===== src/design/gtbp_pkg.sv =====
package gtbp_pkg;

	localparam int GROUP_SLOTS_DEF       = 16;
	localparam int MEMBERS_PER_GROUP_DEF = 32;
	localparam int TICKS_PER_SECOND_DEF  = 100;

	localparam logic [2:0] CMD_CHECK     = 3'd0;
	localparam logic [2:0] CMD_ATTACH    = 3'd1;
	localparam logic [2:0] CMD_DETACH    = 3'd2;
	localparam logic [2:0] CMD_SET_LIMIT = 3'd3;
	localparam logic [2:0] CMD_STATS     = 3'd4;

	localparam logic [1:0] STATUS_OK        = 2'd0;
	localparam logic [1:0] STATUS_THROTTLED = 2'd1;
	localparam logic [1:0] STATUS_REJECT    = 2'd2;

	// Commands from the controller to the datapath.
	typedef struct packed {
		logic       idle;
		logic       next_slot;
		logic       scan_rd;
		logic       next_entry;
		logic       bkt_rd;
		logic       mul;
		logic       div_step;
		logic       upd;
		logic       attach_wr;
		logic       det_rd;
		logic       det_wr;
		logic       det_fin;
		logic       lim_wr;
		logic       stat_fill;
		logic       found;
		logic       set_status;
		logic [1:0] status;
		logic       post;
	} dp_ctl_t;

	// Status from the datapath to the controller.
	typedef struct packed {
		logic       accepted;
		logic [2:0] op;
		logic       grp_ok;
		logic       entry_ok;
		logic       last_slot;
		logic       hit;
		logic       lim_zero;
		logic       div_last;
		logic       cnt_full;
		logic       shift_more;
		logic       out_busy;
	} dp_st_t;

endpackage


===== src/design/gtbp_ctrl.sv =====
module gtbp_ctrl import gtbp_pkg::*; (
	input  logic    clk,
	input  logic    arst_n,
	input  dp_st_t  st,
	output dp_ctl_t ctl
);
	typedef enum logic [3:0] {
		S_IDLE, S_DISPATCH, S_SCAN_RD, S_SCAN_CMP, S_BKT_RD, S_BKT_EVAL, S_MUL,
		S_DIV, S_UPD, S_ATTACH, S_DET_RD, S_DET_WR, S_STAT_OUT, S_DONE
	} state_t;

	state_t state_q, state_d;

	always_comb begin
		ctl     = '0;
		state_d = state_q;
		unique case (state_q)
			S_IDLE: begin
				ctl.idle = 1'b1;
				if (st.accepted) begin
					state_d = S_DISPATCH;
				end
			end
			S_DISPATCH: begin
				ctl.set_status = 1'b1;
				ctl.status     = STATUS_REJECT;
				if (st.op == CMD_CHECK) begin
					ctl.status = STATUS_OK;
					state_d    = S_SCAN_RD;
				end else if (!st.grp_ok || st.op > CMD_STATS) begin
					state_d = S_DONE;
				end else if (st.op == CMD_SET_LIMIT) begin
					ctl.lim_wr = 1'b1;
					ctl.status = STATUS_OK;
					state_d    = S_DONE;
				end else if (st.op == CMD_STATS) begin
					ctl.bkt_rd = 1'b1;
					state_d    = S_STAT_OUT;
				end else begin
					state_d = S_SCAN_RD;
				end
			end
			S_SCAN_RD: begin
				if (st.entry_ok) begin
					ctl.scan_rd = 1'b1;
					state_d     = S_SCAN_CMP;
				end else if (st.op == CMD_CHECK && !st.last_slot) begin
					ctl.next_slot = 1'b1;
				end else if (st.op == CMD_ATTACH) begin
					state_d = S_ATTACH;
				end else begin
					state_d = S_DONE;
				end
			end
			S_SCAN_CMP: begin
				if (!st.hit) begin
					ctl.next_entry = 1'b1;
					state_d        = S_SCAN_RD;
				end else if (st.op == CMD_CHECK) begin
					ctl.found  = 1'b1;
					ctl.bkt_rd = 1'b1;
					state_d    = S_BKT_EVAL;
				end else if (st.op == CMD_ATTACH) begin
					ctl.set_status = 1'b1;
					ctl.status     = STATUS_OK;
					state_d        = S_DONE;
				end else begin
					state_d = S_DET_RD;
				end
			end
			S_BKT_RD: begin
				ctl.bkt_rd = 1'b1;
				state_d    = S_BKT_EVAL;
			end
			S_BKT_EVAL: begin
				state_d = st.lim_zero ? S_DONE : S_MUL;
			end
			S_MUL: begin
				ctl.mul = 1'b1;
				state_d = S_DIV;
			end
			// Four limb products with the reciprocal of the tick rate.
			S_DIV: begin
				ctl.div_step = 1'b1;
				if (st.div_last) begin
					state_d = S_UPD;
				end
			end
			S_UPD: begin
				ctl.upd = 1'b1;
				state_d = S_DONE;
			end
			S_ATTACH: begin
				if (!st.cnt_full) begin
					ctl.attach_wr  = 1'b1;
					ctl.set_status = 1'b1;
					ctl.status     = STATUS_OK;
				end
				state_d = S_DONE;
			end
			S_DET_RD: begin
				if (st.shift_more) begin
					ctl.det_rd = 1'b1;
					state_d    = S_DET_WR;
				end else begin
					ctl.det_fin    = 1'b1;
					ctl.set_status = 1'b1;
					ctl.status     = STATUS_OK;
					state_d        = S_DONE;
				end
			end
			S_DET_WR: begin
				ctl.det_wr = 1'b1;
				state_d    = S_DET_RD;
			end
			S_STAT_OUT: begin
				ctl.stat_fill  = 1'b1;
				ctl.set_status = 1'b1;
				ctl.status     = STATUS_OK;
				state_d        = S_DONE;
			end
			S_DONE: begin
				if (!st.out_busy) begin
					ctl.post = 1'b1;
					state_d  = S_IDLE;
				end
			end
			default: state_d = S_IDLE;
		endcase
	end

	always_ff @(posedge clk or negedge arst_n) begin
		if (!arst_n) begin
			state_q <= S_IDLE;
		end else begin
			state_q <= state_d;
		end
	end
endmodule


===== config.mk =====
export PLATFORM = sky130hd
export DESIGN_NAME = gtbp_ctrl
export DESIGN_NICKNAME = d
export VERILOG_FILES = /design/src/design/gtbp_pkg.sv /design/src/design/gtbp_ctrl.sv
export SDC_FILE = /design/constraint.sdc
export NUM_CORES = 1
export LEC_CHECK = 0
export BUFFER_PORTS_ARGS = -buffer_cell sky130_fd_sc_hd__clkbuf_2
export CORE_MARGIN = 2
export CORE_UTILIZATION = 41
export DETAILED_ROUTE_END_ITERATION = 10
export PLACE_DENSITY = 0.78
export SYNTH_ARGS = -nofsm -noshare
export SYNTH_HDL_FRONTEND = slang
export SYNTH_SLANG_ARGS = --single-unit

===== constraint.sdc =====
create_clock -name clk -period 2 [get_ports clk]
set_clock_uncertainty 0.15 [all_clocks]
set_input_delay 0.3 -clock clk [delete_from_list [all_inputs] [get_ports clk]]
set_output_delay 0.3 -clock clk [all_outputs]
set_load 0.03 [all_outputs]

Yosys cells after proc, flatten, opt, wreduce, memory -nomap -nowiden:

Cells that the tools add are included.

* logic and storage cells: 87
* output and inout port bits: 19
* register bits after elaboration: 4
* bits of input ports: 15

* multiplexer cells: 57
* $lt $le $gt $ge: 1
* reduce and logical (&&, ||, !) cells: 8
* eq/ne operators: 20

Operator list (count)
* $mux W4: 13
* $pmux W4 S12: 1
* $mux W1: 30
* $eq A4 B4 Y1 const B: 6
* $mux W3: 7
* $eq A4 B3 Y1 const B: 4
* $pmux W3 S5: 1
* $eq A4 B2 Y1 const B: 2
* $mux W2: 4
* $ne A2 B2 Y1 const B: 3
* $eq A4 B1 Y1 const B: 1
* $logic_not A4 Y1: 1
* $reduce_and A4 Y1: 1
* $eq A3 B1 Y1 const B: 1
* $eq A3 B2 Y1 const B: 1
* $eq A3 B3 Y1 const B: 1
* $gt A3 B3 Y1 const B: 1
* $logic_not A3 Y1: 1
* $ne A3 B3 Y1 const B: 1
* $pmux W1 S3: 1
* $reduce_or A3 Y1: 1
* $logic_not A1 Y1: 2
* $logic_and A1 B1 Y1: 1
* $logic_or A1 B1 Y1: 1

Logic depth before layout (Yosys ltp):

Gate-level depths: netlist (run 1).

* depth in word-level cells: 6
* mapped depth: 6
* gate-level depth less buffers: 5

Least setup slack after synthesis (run 1):

No wires, ideal clock.

* path kind: register to register
* from: register state_q[2]
* to: register state_q[3]
* buffers on the path: 1
* required time: 1.716 ns
* stages on the path, launching flop included: 6
* clock period less this slack: 2.372 ns
* arrival: 2.088 ns
* slack: -0.372 ns
* setup time: 0.134 ns
* path through: dfrtp_1 > clkbuf_1 > nor4_1 > a2bb2oi_1 > a32oi_1 > a31oi_1

* cells in the longest elaborated chain, start to end: 3
* elaborated cells on any way between the ends: 21

Ends and longest elaborated chain
* from (decl): RTL line gtbp_ctrl.sv:12 `state_t state_q, state_d;`
* from (signal assigned): RTL line gtbp_ctrl.sv:136 `state_q <= state_d;`
* $eq A4 B4 Y1, or another cell as far along: RTL line gtbp_ctrl.sv:17 `unique case (state_q)`
* $reduce_or A3 Y1 (no line), or another cell as far along
* $pmux W4 S12 / $reduce_and A4 Y1 (equally long branches)

Parallel ways exist; a longest one is shown, timed or not.
A chain may end at the register's enable or synchronous reset.

==> results of run 1 <==
-- per-stage QoR --
stage	utilization	hold slack, ns	total power, W	setup slack (ns)
after floorplan	-	-0.1456	0.0009632	-0.04399
after global placement	0.5795	-0.04417	0.001226	-0.1130
after detailed placement	0.5795	-0.04176	0.001248	-0.1243
after CTS	0.6403	0.2487	0.001404	-0.3336
after global routing	0.7209	0.2620	0.001713	-0.3631
final	0.7209	0.2525	0.001607	-0.3382
-- report_power, final --
group	internal, W	leakage (nW)	switching [W]
sequential	0.000124	0.0487	0.0000212
clock	0.0000674	0.0138	0.0000373
combinational	0.000600	0.479	0.000757
total	0.000792	0.541	0.000815
-- layout make-up --
class | instances | area (sq um) | area share
timing repair buffer | 52 | 415.4 | 0.3374
sequential | 4 | 100.1 | 0.08130
inverter | 5 | 20.02 | 0.01626
clock buffer | 3 | 22.52 | 0.01829
tap | 25 | 31.28 | 0.02541
multi-input combinational | 92 | 641.9 | 0.5213
-- cell usage in the layout (no fill, tap or decap), types with 2 or more instances in the layout --
| cell | Yosys | layout |
|---|---|---|
| a31oi_1 | 2 | 2 |
| nand2_1 | 9 | 8 |
| nand2b_1 | 7 | 5 |
| o21a_1 | 2 | 2 |
| inv_1 | 4 | 4 |
| nor3b_1 | 2 | 2 |
| clkbuf_4 | 0 | 3 |
| buf_2 | 2 | 2 |
| dfrtp_1 | 4 | 4 |
| a21oi_1 | 8 | 8 |
| clkbuf_2 | 0 | 18 |
| o21ai_0 | 6 | 5 |
| nor3_1 | 10 | 5 |
| nand3_1 | 2 | 2 |
| nor2_1 | 13 | 11 |
| a32o_1 | 2 | 2 |
| nor3_2 | 0 | 5 |
| buf_4 | 1 | 17 |
| clkbuf_8 | 0 | 3 |
| mux2i_1 | 2 | 2 |
| buf_6 | 0 | 9 |
-- final timing paths --
check / start / end / slack (ns) / cells past startpoint
worst max register to register: state_q[3] / state_q[2] / 0 / 4
worst min-delay path: arst_n / state_q[1] / 0.25 / 2
worst min register to register: state_q[1] / state_q[1] / 0.65 / 3
worst max-delay path: state_q[3] / ctl[17] / -0.34 / 4
min in group clk: st[8] / state_q[0] / 0.30 / 4
max in group asynchronous: arst_n / state_q[0] / 1.32 / 2
-- layer usage --
metal | track usage | vias up
met4 | 0.06857 | 0
met5 | 0 | -
met3 | 0.02353 | 6
met1 | 0.2734 | 483
met2 | 0.3667 | 51
li1 | - | 505
-- cell families (layout without fill, tap and decap cells) --
family	count (synthesis)	count (layout)	synth area share
other	1	1	0.005132
AO/OA/AOI/OAI	35	35	0.3374
AND/OR/NAND/NOR	54	54	0.4075
multiplexers	2	2	0.02740
flip-flops	4	4	0.1370
buffers and inverters	15	60	0.08560
-- timing repair --
action / in CTS / in global routing
hold buffers: 1 / 0
gates resized for setup: 14 / 40
pin swaps: 1 / 3
setup endpoints to repair: 8 / 15
endpoints found under the hold margin: 4 / 0
setup buffers: 2 / 7
==> results.cfg, run 1 <==
[status]
status = complete, but fails checks
violations = setup timing

[timing]
fin_crit_sh = 1.169
finalHoldViolCount = 0
rsz0062_at_grt = true
period_needed_ns = 2.338
clock.fmax_mhz = 427.7
drv_slew = 0
setup_viol = 9
fin_ws_ns = -0.3382
tns_ns = -1.211

[cells_and_area]
drive_above_1_share = 0.4679
finalNonFillerCells = 181
final_area_sq_um = 1231
regMostFlops = state_q
nets = 173
fillCellCount = 141
top_regs = state_q (4)
largest_register_ffs = 4
n_antenna_cell = 0
area_growth_pct = 68.49

[worst_setup_path]
cp_top_family = simple AND/OR/NAND/NOR gates
worstPathArrival_ns = 1.89
slowest_stage = or4b_4
end_kind = primary output
max_stage_delay_ns = 0.54
cp.required_ns = 1.55
worstPathCellList = or4b_4, or4_4, clkinv_2, clkbuf_8
crit_path_max_fanout = 3
start_kind = register
crit_buf_inv = 2
path_class = register to primary output

[floorplanning]
io_pins = 34
core-area_sq_um = 1708
dieHeight_um = 46.22
die_x_um = 46.22
start_util = 0.4278
std_cell_rows = 15
die-area_sq_um = 2136

[route]
dr_wl_met3_um = 178
detail-route-antenna-nets = 0
wl_per_cell_um = 14.54
wl_met2_mm = 1.344
top_layer = met4
met1_length_mm = 1.073
drt_wl_total_mm = 2.631
drt_iter0_drc = 35
vias_per_cell = 5.773
num_vias = 1045
route.detailed.drc = 0
first_pass_iters = 4

[flow_run]
cap_violations = 0

[logic_synthesis]
netlist_area_sq_um = 730.7
async_flop_share = 1.000
syn_nets = 126
netlist.area_leader.share = 0.1370
synth-edff-count = 0
synthTopCellsByArea = dfrtp_1 (14%), nor3_1 (6.8%), nor2_1 (6.7%), nand2b_1 (6.0%), a21oi_1 (5.5%)
synth_top_area_cell = dfrtp_1
yosysWarningCount = 0
synth-seq-cells = 4
synth.most_common_cell = nor2_1
ys_seq_area_frac = 0.1370
synth_ff_type = dfrtp_1
synthCells = 111
syn_avg_cell_area_sq_um = 6.583
synthTopCellsByCount = nor2_1 (13), nor3_1 (10), nand2_1 (9)
synth_cell_types = 44

[power]
leakage_nw = 0.5412
ir_worst_vdd_uv = 768.8
power_density_nw_per_um2 = 1305

[clock_network]
clk-insertion-delay-late_ns = 0.24
clock_path_buffers = 2
cts_tree = yes
cts_max_level = 1
path_clk_slew_ns = 0.04
cts_buffers = 3
clockRootBuffer = clkbuf_4
numClockSinks = 4

[grt]
grt_pass1_vias = 764
antenna_found_initial = 0
grt_max_degree = 21
track_usage = 0.2131
grt_pass1_wl_mm = 3.249
gr-total-overflow = 0

[place]
gp_congestion = 0.9130
port_buffers = 32
placed_area_sq_um = 989.7
dp_hpwl_mm = 1.691
dp.cells = 169

[min_path]
hp-class = input pin to asynchronous set/reset pin
Note: power is estimated with default switching activity, not from simulation.
==> inputs of run 2 (changes only) <==
Settings changed: CORE_MARGIN 2 to 1.
==> results.cfg, run 2 (synthesis results as in run 1) <==
[status]
status = complete, but fails checks
violations = setup timing

[floorplanning]
die_x_um = 44.22
start_util = 0.4635
die-area_sq_um = 1955
dieHeight_um = 44.22
io_pins = 34
std_cell_rows = 14
core-area_sq_um = 1577

[clock_network]
path_clk_slew_ns = 0.04
clk-insertion-delay-late_ns = 0.23
cts_buffers = 3
clockRootBuffer = clkbuf_4
cts_max_level = 1
cts_tree = yes
clock_path_buffers = 2
numClockSinks = 4

[route]
drt_wl_total_mm = 2.431
num_vias = 1042
vias_per_cell = 6.240
route.detailed.drc = 0
detail-route-antenna-nets = 0
wl_per_cell_um = 14.56
drt_iter0_drc = 59
first_pass_iters = 6

[grt]
antenna_found_initial = 0
grt_max_degree = 21
grt_pass1_wl_mm = 3.919
grt_pass1_vias = 894
track_usage = 0.2582
gr-total-overflow = 0

[cells_and_area]
area_growth_pct = 54.97
nets = 168
final_cell_mix = clkbuf_2 (23), nor2_1 (12), buf_4 (12)
top_regs = state_q (4)
final_common_cell = clkbuf_2
largest_register_ffs = 4
final_core_util = 0.7183
drive_above_1_share = 0.4172
regMostFlops = state_q
final_area_sq_um = 1132
finalNonFillerCells = 167
n_antenna_cell = 0

[flow_run]
cap_violations = 0

[worst_setup_path]
worstPathArrival_ns = 1.85
start_kind = register
cp.required_ns = 1.55
crit_path_max_fanout = 2
end_kind = primary output
path_class = register to primary output

[power]
power_density_nw_per_um2 = 1329
p_total_w = 0.001505
leakage_nw = 0.4988
ir_worst_vdd_uv = 740.1

[timing]
fin_ws_ns = -0.3050
fin_hold_ws_ns = 0.2646
finalHoldViolCount = 0
period_needed_ns = 2.305
clock.fmax_mhz = 433.8
drv_slew = 0
setup_viol = 11
rsz0062_at_grt = true
fin_crit_sh = 1.152

[place]
port_buffers = 32
placed_area_sq_um = 985.9
dp_hpwl_mm = 1.720
dp.cells = 161
gp_congestion = 0.8963

[min_path]
hp-class = input pin to asynchronous set/reset pin
-- run 2: timing repair --
item / 4_1_cts / 5_1_grt
buffers inserted: 1 / 1
endpoints found under the setup margin: 9 / 16
resized for setup: 14 / 13
hold endpoints to repair: 4 / 0
hold buffers: 1 / 0
-- run 2: final cells by class --
class	count	area, sq um
Clock buffer	3	22.52
Multi-Input combinational cell	92	636.9
Fill cell	129	444.2
Tap cell	16	20.02
Timing Repair Buffer	47	332.8
Sequential cell	4	100.1
Inverter	5	20.02
-- run 2: final timing paths --
kind	start	end	slack [ns]	cells after the start
max	state_q[3]	ctl[17]	-0.30	4
min	arst_n	state_q[0]	0.26	2
max reg2reg	state_q[3]	state_q[3]	-0.11	5
min reg2reg	state_q[1]	state_q[1]	0.64	3
max in group asynchronous	arst_n	state_q[1]	1.31	2
min in group clk	st[0]	state_q[3]	0.31	3
-- run 2: critical path: stages (launching register included) --
cell	delay [ns]
dfrtp_1	0.37
or4b_4	0.55
or4_4	0.51
clkinv_2	0.08
buf_8	0.11
-- run 2: routing by layer --
metal | vias to the layer above | wire, um | track usage | share of wire
met2 | 60 | 1234 | 0.4382 | 0.51
met4 | 0 | 12 | 0.04242 | 0.0049
li1 | 495 | - | - | -
met1 | 483 | 983 | 0.3465 | 0.40
met5 | - | 0 | 0 | 0
met3 | 4 | 201 | 0.04490 | 0.083
-- run 2: per-stage QoR --
step	setup WS (ns)	setup TNS [ns]
floorplan	-0.04399	-0.08798
global placement	-0.1127	-0.1127
detailed placement	-0.1198	-0.1294
CTS	-0.3365	-0.8815
global route	-0.3418	-1.642
finish	-0.3050	-1.008
-- run 2: power by group --
part / internal, W / total, W / switching, W / leakage (nW)
sequential: 0.000124 / 0.000146 / 0.0000218 / 0.0487
combinational: 0.000513 / 0.00126 / 0.000747 / 0.436
clock: 0.0000671 / 0.0000990 / 0.0000319 / 0.0138
==> inputs of run 3 (changes only) <==
Settings changed: ABC_AREA set to 1, CORE_UTILIZATION 41 to 40, PLACE_DENSITY 0.78 to 0.77, SLEW_MARGIN set to 20.
==> results.cfg, run 3 <==
[status]
status = complete, no violations

[timing]
period_needed_ns = 1.947
setup_viol = 0
fin_crit_sh = 0.9735
fin_ws_ns = 0.05297
clock.fmax_mhz = 513.6
drv_slew = 0
finalHoldViolCount = 0

[logic_synthesis]
synth-edff-count = 0
ys_seq_area_frac = 0.1493
synthTopCellsByArea = nand2_1 (21%), nor2_1 (16%), dfrtp_1 (15%), inv_1 (11%), nand3_1 (8.2%)
async_flop_share = 1.000
netlist_area_sq_um = 670.6
synth-seq-cells = 4
synth.most_common_cell = nand2_1
synthCells = 131
synth_cell_types = 21
syn_nets = 146
syn_avg_cell_area_sq_um = 5.119
yosysWarningCount = 0
synthTopCellsByCount = nand2_1 (38), nor2_1 (29), inv_1 (19)
synth_top_area_cell = nand2_1
synth_ff_type = dfrtp_1
netlist.area_leader.share = 0.2127

[power]
ir_worst_vdd_uv = 864.2
leakage_nw = 0.5973
power_density_nw_per_um2 = 1349
p_sw_w = 0.0007423
combPwrFrac = 0.738
clockPowerShare = 0.083
switching_share = 0.5941
seqPwrFrac = 0.179
p_int_w = 0.0005072

[floorplanning]
io_pins = 34
die_x_um = 42.95
std_cell_rows = 14
core-area_sq_um = 1541
dieHeight_um = 42.95
start_util = 0.4351
die-area_sq_um = 1844

[place]
dp_hpwl_mm = 1.543
gp_congestion = 0.9476
pre_cts_ws_ns = 0.2585
port_buffers = 32

[route]
vias_per_cell = 4.946
detail-route-antenna-nets = 0
num_vias = 910
drt_wl_total_mm = 1.902
wl_per_cell_um = 10.34
first_pass_iters = 4
drt_iter0_drc = 30
route.detailed.drc = 0

[grt]
track_usage = 0.2120
grt_max_degree = 8
grt_pass1_wl_mm = 2.939
gr-total-overflow = 0
grt_pass1_vias = 758
antenna_found_initial = 0

[cells_and_area]
nets = 185
multi_input_comb_area_sq_um = 499.2
register_area_sq_um = 105.1
top_regs = state_q (4)
n_antenna_cell = 0
regMostFlops = state_q
largest_register_ffs = 4
fillCellCount = 169
area_growth_pct = 38.06
drive_above_1_share = 0.3631
final_cell_mix = nand2_1 (38), clkbuf_2 (30), nor2_1 (26)
final_core_util = 0.6006
final_common_cell = nand2_1

[worst_setup_path]
cp_common_cell = inv_2
max_stage_delay_ns = 0.44
cp_top_family = flip-flops
worstPathArrival_ns = 1.50
path_class = register to primary output
start_kind = register
end_kind = primary output
slowest_stage = dfrtp_2
crit_path_max_fanout = 5
cp.required_ns = 1.55
crit_buf_inv = 3
worstPathCellList = inv_2, nand2_1, nor2_4, inv_2, o221ai_1, buf_4

[clock_network]
path_clk_slew_ns = 0.04
clockRootBuffer = clkbuf_4
numClockSinks = 4
cts_max_level = 1
cts_tree = yes
clk-insertion-delay-late_ns = 0.24
cts_buffers = 3
clock_path_buffers = 2

[flow_run]
cap_violations = 0

[min_path]
hp-class = input pin to asynchronous set/reset pin
==> run 3: changes by cell type in the layout (fill, tap and decap cells not counted), moves of 5 or more <==
| cell | delta |
|---|---|
| a21oi_1 | -6 |
| buf_4 | -8 |
| clkbuf_2 | +7 |
| inv_1 | +15 |
| nand2_1 | +29 |
| nand2b_1 | -7 |
| nand3_1 | +8 |
| nor2_1 | +14 |
| nor2_2 | +5 |
==> run 3: final timing paths <==
| check | to | slack [ns] | cells after the start | start |
|---|---|---|---|---|
| min reg2reg | state_q[1] | 0.51 | 2 | state_q[1] |
| min in group clk | state_q[3] | 0.26 | 3 | st[0] |
| min | state_q[0] | 0.25 | 2 | arst_n |
| max reg2reg | state_q[3] | 0.48 | 7 | state_q[0] |
| max in group asynchronous | state_q[3] | 1.32 | 2 | arst_n |
| max | ctl[14] | 0.05 | 6 | state_q[1] |
==> run 3: timing repair <==
action | CTS | global route
endpoints found under the setup margin | 0 | 6
resized for setup | 0 | 16
setup buffers | 0 | 2
hold buffers | 1 | 0
hold endpoints to repair | 4 | 0
==> run 3: layout make-up <==
cell class | count | area share
well taps | 16 | 0.02162
flip-flops and latches | 4 | 0.1135
inverters | 23 | 0.09595
clock buffers | 3 | 0.02432
multi-input cells | 103 | 0.5392
repair buffers | 35 | 0.2054
==> run 3: kinds of logic (layout without fill, tap and decap cells) <==
group | after synthesis | count (layout) | synth area share
other | 1 | 1 | 0.005592
AO/OA/AOI/OAI | 6 | 6 | 0.05410
buffers and inverters | 24 | 61 | 0.1399
flip-flops | 4 | 4 | 0.1493
AND/OR/NAND/NOR | 96 | 96 | 0.6511
==> run 3: metal layers <==
layer  part of all wire  global-route usage  vias to the layer above
li1                   -                   -                      475
met1               0.44              0.2668                      390
met2               0.48              0.3424                       43
met3              0.071             0.04255                        2
met5                  0                   0                        -
met4              0.011              0.1030                        0
==> run 3: per-stage QoR <==
| stage | setup TNS, ns | hold WS (ns) | cell area, sq um | cells | power (W) |
|---|---|---|---|---|---|
| after floorplan | 0 | -0.1456 | 673.1 | 131 | 0.0008554 |
| after global placement | 0 | -0.04197 | 845.8 | 178 | 0.001057 |
| after detailed placement | 0 | -0.04126 | 845.8 | 178 | 0.001054 |
| after CTS | 0 | 0.2453 | 878.3 | 182 | 0.001162 |
| after global routing | -0.06666 | 0.2591 | 925.9 | 184 | 0.001367 |
| final | 0 | 0.2466 | 925.9 | 184 | 0.001249 |
==> run 3: power by group through the flow <==
| stage | logic [W] | registers (W) | clock network [W] |
|---|---|---|---|
| final | 0.000922 | 0.000224 | 0.000103 |
| after CTS | 0.000858 | 0.000198 | 0.000105 |
| after global routing | 0.00102 | 0.000230 | 0.000113 |
| after global placement | 0.000860 | 0.000197 | 0 |
| after floorplan | 0.000665 | 0.000190 | 0 |
| after detailed placement | 0.000854 | 0.000200 | 0 |
